==> src/sv/dcrs_pkg.sv <==
package dcrs_pkg;

	localparam int VOLT_WIDTH  = 24;
	localparam int TIME_WIDTH  = 32;
	localparam int PHASE_WIDTH = 32;

	localparam int FRAC_WIDTH  = 32;
	localparam int SIN_STAGES  = 7;
	localparam int LATENCY     = 35;

	localparam logic [31:0] QUARTER_TURN = 32'h4000_0000;
	localparam logic [30:0] Q30_ONE      = 31'h4000_0000;

	localparam logic [31:0] SIN_C1 = 32'd1686629713;
	localparam logic [31:0] SIN_C3 = 32'd693598669;
	localparam logic [31:0] SIN_C5 = 32'd85569306;
	localparam logic [31:0] SIN_C7 = 32'd5026995;
	localparam logic [31:0] SIN_C9 = 32'd172272;

	typedef enum logic [1:0] {
		MODE_TRAN   = 2'd0,
		MODE_DCOP   = 2'd1,
		MODE_PHASOR = 2'd2
	} mode_t;

	typedef enum logic [2:0] {
		REG_DC_LEVEL     = 3'd0,
		REG_AC_AMPLITUDE = 3'd1,
		REG_PHASE_STEP   = 3'd2,
		REG_PHASE_OFFSET = 3'd3,
		REG_AC_DELAY     = 3'd4,
		REG_DC_RISE_TIME = 3'd5,
		REG_AC_RAMP_TIME = 3'd6
	} cfg_reg_t;

	typedef struct packed {
		logic       valid;
		logic [1:0] mode;
		logic       lt_rise;
		logic       gt_delay;
		logic       lt_ramp;
		logic       fa_zero;
		logic       freq_match;
	} ctl_t;

endpackage

==> src/sv/dcrs_div.sv <==
module dcrs_div #(
	parameter int TW = dcrs_pkg::TIME_WIDTH
) (
	input  logic                            clk,
	input  logic [TW-1:0]                   num,
	input  logic [TW-1:0]                   den,
	output logic [dcrs_pkg::FRAC_WIDTH-1:0] quo
);

	localparam int N = dcrs_pkg::FRAC_WIDTH;

	logic [TW-1:0] rem_s [0:N-1];
	logic [TW-1:0] den_s [0:N-1];
	logic [N-1:0]  q_s   [0:N-1];

	// one quotient bit per stage
	for (genvar k = 0; k < N; k++) begin : g_step
		logic [TW-1:0] rem_in;
		logic [TW-1:0] den_in;
		logic [N-1:0]  q_in;
		logic [TW:0]   sh;
		logic [TW:0]   diff;
		logic          ge;

		if (k == 0) begin : g_first
			assign rem_in = num;
			assign den_in = den;
			assign q_in   = '0;
		end else begin : g_next
			assign rem_in = rem_s[k-1];
			assign den_in = den_s[k-1];
			assign q_in   = q_s[k-1];
		end

		assign sh   = {rem_in, 1'b0};
		assign diff = sh - {1'b0, den_in};
		assign ge   = sh >= {1'b0, den_in};

		always_ff @(posedge clk) begin
			rem_s[k] <= ge ? diff[TW-1:0] : sh[TW-1:0];
			den_s[k] <= den_in;
			q_s[k]   <= {q_in[N-2:0], ge};
		end
	end

	assign quo = q_s[N-1];

endmodule

==> config.mk <==
export PLATFORM = sky130hd
export DESIGN_NAME = dcrs_div
export DESIGN_NICKNAME = d
export VERILOG_FILES = /design/src/sv/dcrs_pkg.sv /design/src/sv/dcrs_div.sv
export SDC_FILE = /design/constraint.sdc
export NUM_CORES = 2
export LEC_CHECK = 0
export BUFFER_PORTS_ARGS = -buffer_cell sky130_fd_sc_hd__buf_2
export CORE_ASPECT_RATIO = 1.2
export CORE_MARGIN = 3
export CORE_UTILIZATION = 43
export CTS_CLUSTER_SIZE = 40
export DETAILED_ROUTE_END_ITERATION = 16
export GPL_TIMING_DRIVEN = 0
export PLACE_DENSITY = 0.7
export SLEW_MARGIN = 0
export SYNTH_ARGS = -nofsm -noshare
export SYNTH_HDL_FRONTEND = slang
export SYNTH_SLANG_ARGS = --single-unit
==> constraint.sdc <==
create_clock -name clk -period 3.2 [get_ports clk]
set_input_delay 0.48 -clock clk [delete_from_list [all_inputs] [get_ports clk]]
set_output_delay 0.48 -clock clk [all_outputs]
set_load 0.1 [all_outputs]
==> impl_metrics.yaml <==
status:
  outcome: "finished, violations left"
  violations: "setup timing"
logic_synthesis:
  synth_xor_area_share_pct: 6.26
  yosys.area.top_type: "dfxtp_1"
  synth_common_cells: "dfxtp_1 (2,512), inv_1 (1,276), ha_1 (1,023)"
  synth_top_flop_cell: "dfxtp_1"
  synth_top_family_by_area: "compound AO/OA/AOI/OAI gates"
  yosys.area_share.adder_pct: 11.7
  synthMuxAreaShare_pct: 4.38
  ys_types: 105
  ys_top_cells_by_area: "dfxtp_1 (44%), ha_1 (11%), a21oi_1 (4.2%)"
  yosysMostFrequentCell: "dfxtp_1"
  yosysWarnings: 0
  syn_nets: 13500
  ys_ff_latch: 2512
  postSynthAreaPerCell_sq_um: 9.30
  synthCells: 12400
  synth_top_area_share_pct: 43.7
  synth_simple_gate_area_share_pct: 11.4
  synth-edff-count: 0
  synth_compound_area_share_pct: 17.4
  async_reset_ff_share_pct: 0
  syn_area_sq_um: 115000
  synth-seq-area-share_pct: 43.7
clocking:
  cts.clk_slew.worst_paths_ns: 0.06
  cts_buffers: 268
  root_buffer: "clkbuf_16"
  clock_latency_ns: 0.86
  cts_tree: "yes"
  cts.sinks: 2512
  htreeDepth: 5
  clockBufferDepth: 4
setup_path:
  required_ns: 3.95
  endpoint_kind: "flop"
  path_delay_family: "compound AO/OA/AOI/OAI gates"
  start_kind: "flop"
  crit_path_top_delay_cell: "o41a_1"
  worst-path-buf-inv: 2
  criticalPathCategory: "reg2reg"
  cpPeakStageDelay_ns: 0.47
  arrival_ns: 4.42
  critPathMaxFanout: 5
  cp_cell_sequence: "ha_4 -> nor2b_4 -> o31a_1 -> o31ai_4 -> o21ai_1 -> a22o_1 -> o41a_1 -> a31oi_4 -> a21oi_2 -> or4_4 -> buf_8 -> clkbuf_16 -> mux2_4"
global_route:
  overflow: 0
  grt_pass1_wl_microns: 474000
  grt_use_total_pct: 21.3
  antenna_found_initial: 9
  grt_pass1_vias: 88300
  grt_max_degree: 16
timing:
  hold_viol: 0
  post-route-period-util_pct: 115
  maxSlewHeadroom_pct: 50.3
  finClkSkew_ns: 0.106
  worstMarginPinSlew_ns: 0.741
  finalSetupViolations: 363
  rsz0062_at_grt: "true"
  fmax_ghz: 0.273
  setup_slack_ns: -0.466
  drv_slew: 0
  hold-worst-slack_ns: 0.0939
  fin_crit_ns: 3.67
  fin_tns_setup_ns: -58.08
cells_and_area:
  fin_nets: 14300
  utilization_pct: 53.6
  syn_to_final_growth_pct: 23.8
  drive_above_1_share_pct: 18.9
routing:
  vias_per_cell: 5.36
  ant_nets: 0
  drcViolationCount: 0
  firstDrtPassIters: 6
  drtIter0Drc: 5685
  num_vias: 90900
  detail_route.wl_per_cell_microns: 18.4
  wirelength_microns: 312000
die:
  io_pins: 97
  die_area_sq_um: 274000
  die_x_microns: 478
  num_rows: 207
  start_util_pct: 43.3
  die_y_microns: 573
  core_sq_um: 266000
run:
  max-cap-violations: 0
placed_design:
  dpl.hpwl_microns: 226000
  gp_congestion: 0.932
  portBuffers: 96
power_and_ir_drop:
  pwr-share-comb_pct: 55.3
  swShare_pct: 39.6
  peakVddDrop_mv: 0.803
  power.density_nw_per_um2: 1280
  p_int_mw: 110
  switchingPower_mw: 72.2
  seq_power_share_pct: 27.1
  leakage_nw: 64.8
  clkPwrFrac_pct: 17.6
  p_total_mw: 182
min_path:
  hold_class: "in2reg"
[cells by family (layout without fill, tap and decap cells)]
family / Yosys count / after routing
multiplexers: 450 / 450
buffers and inverters: 1569 / 2600
AND/OR/NAND/NOR: 2766 / 2768
flip-flops: 2512 / 2512
other: 0 / 4
adder cells (fa/ha/maj): 1054 / 1054
AO/OA/AOI/OAI: 3200 / 3200
XOR/XNOR: 823 / 823
[power groups by stage]
| stage | Clock, mW | Combinational, mW | Sequential, mW |
|---|---|---|---|
| 5_1_grt | 34.0 | 109 | 50.2 |
| 6_report | 32.0 | 101 | 49.4 |
| 3_5_place_dp | 0 | 77.4 | 49.4 |
| 4_1_cts | 32.7 | 90.4 | 49.1 |
| 3_3_place_gp | 0 | 77.0 | 49.3 |
| 2_1_floorplan | 0 | 59.0 | 47.6 |
[worst min-delay path, delay by kind of cell]
kind,cells,cell delay (ns)
buffers and inverters,2,0.21
adders and majority gates,1,0.16
AOI/OAI and AO/OA,1,0.05
[path summary, 6_finish.rpt]
| kind | from | end | slack, ns | cells after the start |
|---|---|---|---|---|
| worst min-delay path | num[0] | rem_s[0][1] | 0.09 | 4 |
| worst max register to register | rem_s[0][96] | rem_s[0][148] | -0.47 | 13 |
| worst min register to register | q_s[28][19] | q_s[29][20] | 0.27 | 0 |
| worst max-delay path | rem_s[0][96] | rem_s[0][148] | -0.47 | 13 |
[layout by cell type (no fill, tap or decap), types with 314 or more instances in the layout]
cell type	synthesis	layout
nand2_1	835	818
xnor2_1	473	472
mux2_4	1	314
a21o_1	478	478
a21oi_1	964	818
inv_1	1276	1242
o21ai_0	688	572
nor2_1	713	650
dfxtp_1	2512	2375
buf_4	4	341
xor2_1	350	350
ha_1	1023	858
[cell type report]
class	count	area, sq um
fillers	23000	123000
flip-flops and latches	2512	50500
repair buffers	613	5730
well taps	3553	4450
plain buffers	245	2110
diodes	4	10.0
inverters	1279	4810
clock buffers	352	7540
multi-input cells	8295	65800
clock inverters	111	1570
[metrics by stage]
| step | setup WS (ns) | instances | cell area (sq um) |
|---|---|---|---|
| 2_1_floorplan | -0.0901 | 12400 | 115000 |
| 3_3_place_gp | -1.61 | 16000 | 120000 |
| 3_5_place_dp | -1.57 | 16000 | 120000 |
| 4_1_cts | -0.437 | 16800 | 137000 |
| 5_1_grt | -0.468 | 17000 | 142000 |
| 6_report | -0.466 | 17000 | 142000 |
[repair_timing]
action                                  CTS  global route
setup buffers                           234           190
gates cloned                             30            18
hold buffers                             64             0
endpoints found under the hold margin    64             0
setup endpoints to repair               989           970
pin swaps                               180           299
gates resized for setup                1161          1003
[state kept, by name, summed over array words and instances (netlist names)]
| name | flops |
|---|---|
| rem_s | 992 |
| den_s | 992 |
| q_s | 528 |
[layer usage]
layer  global-route usage, %  vias up  routed length, microns
met4                    9.76        6                   15900
met5                       0        -                      36
met2                    39.1     2584                  158000
met1                    24.2    42900                  123000
met3                    2.90      883                   14900
li1                        -    44500                       -
(Power assumes the default switching activity.)
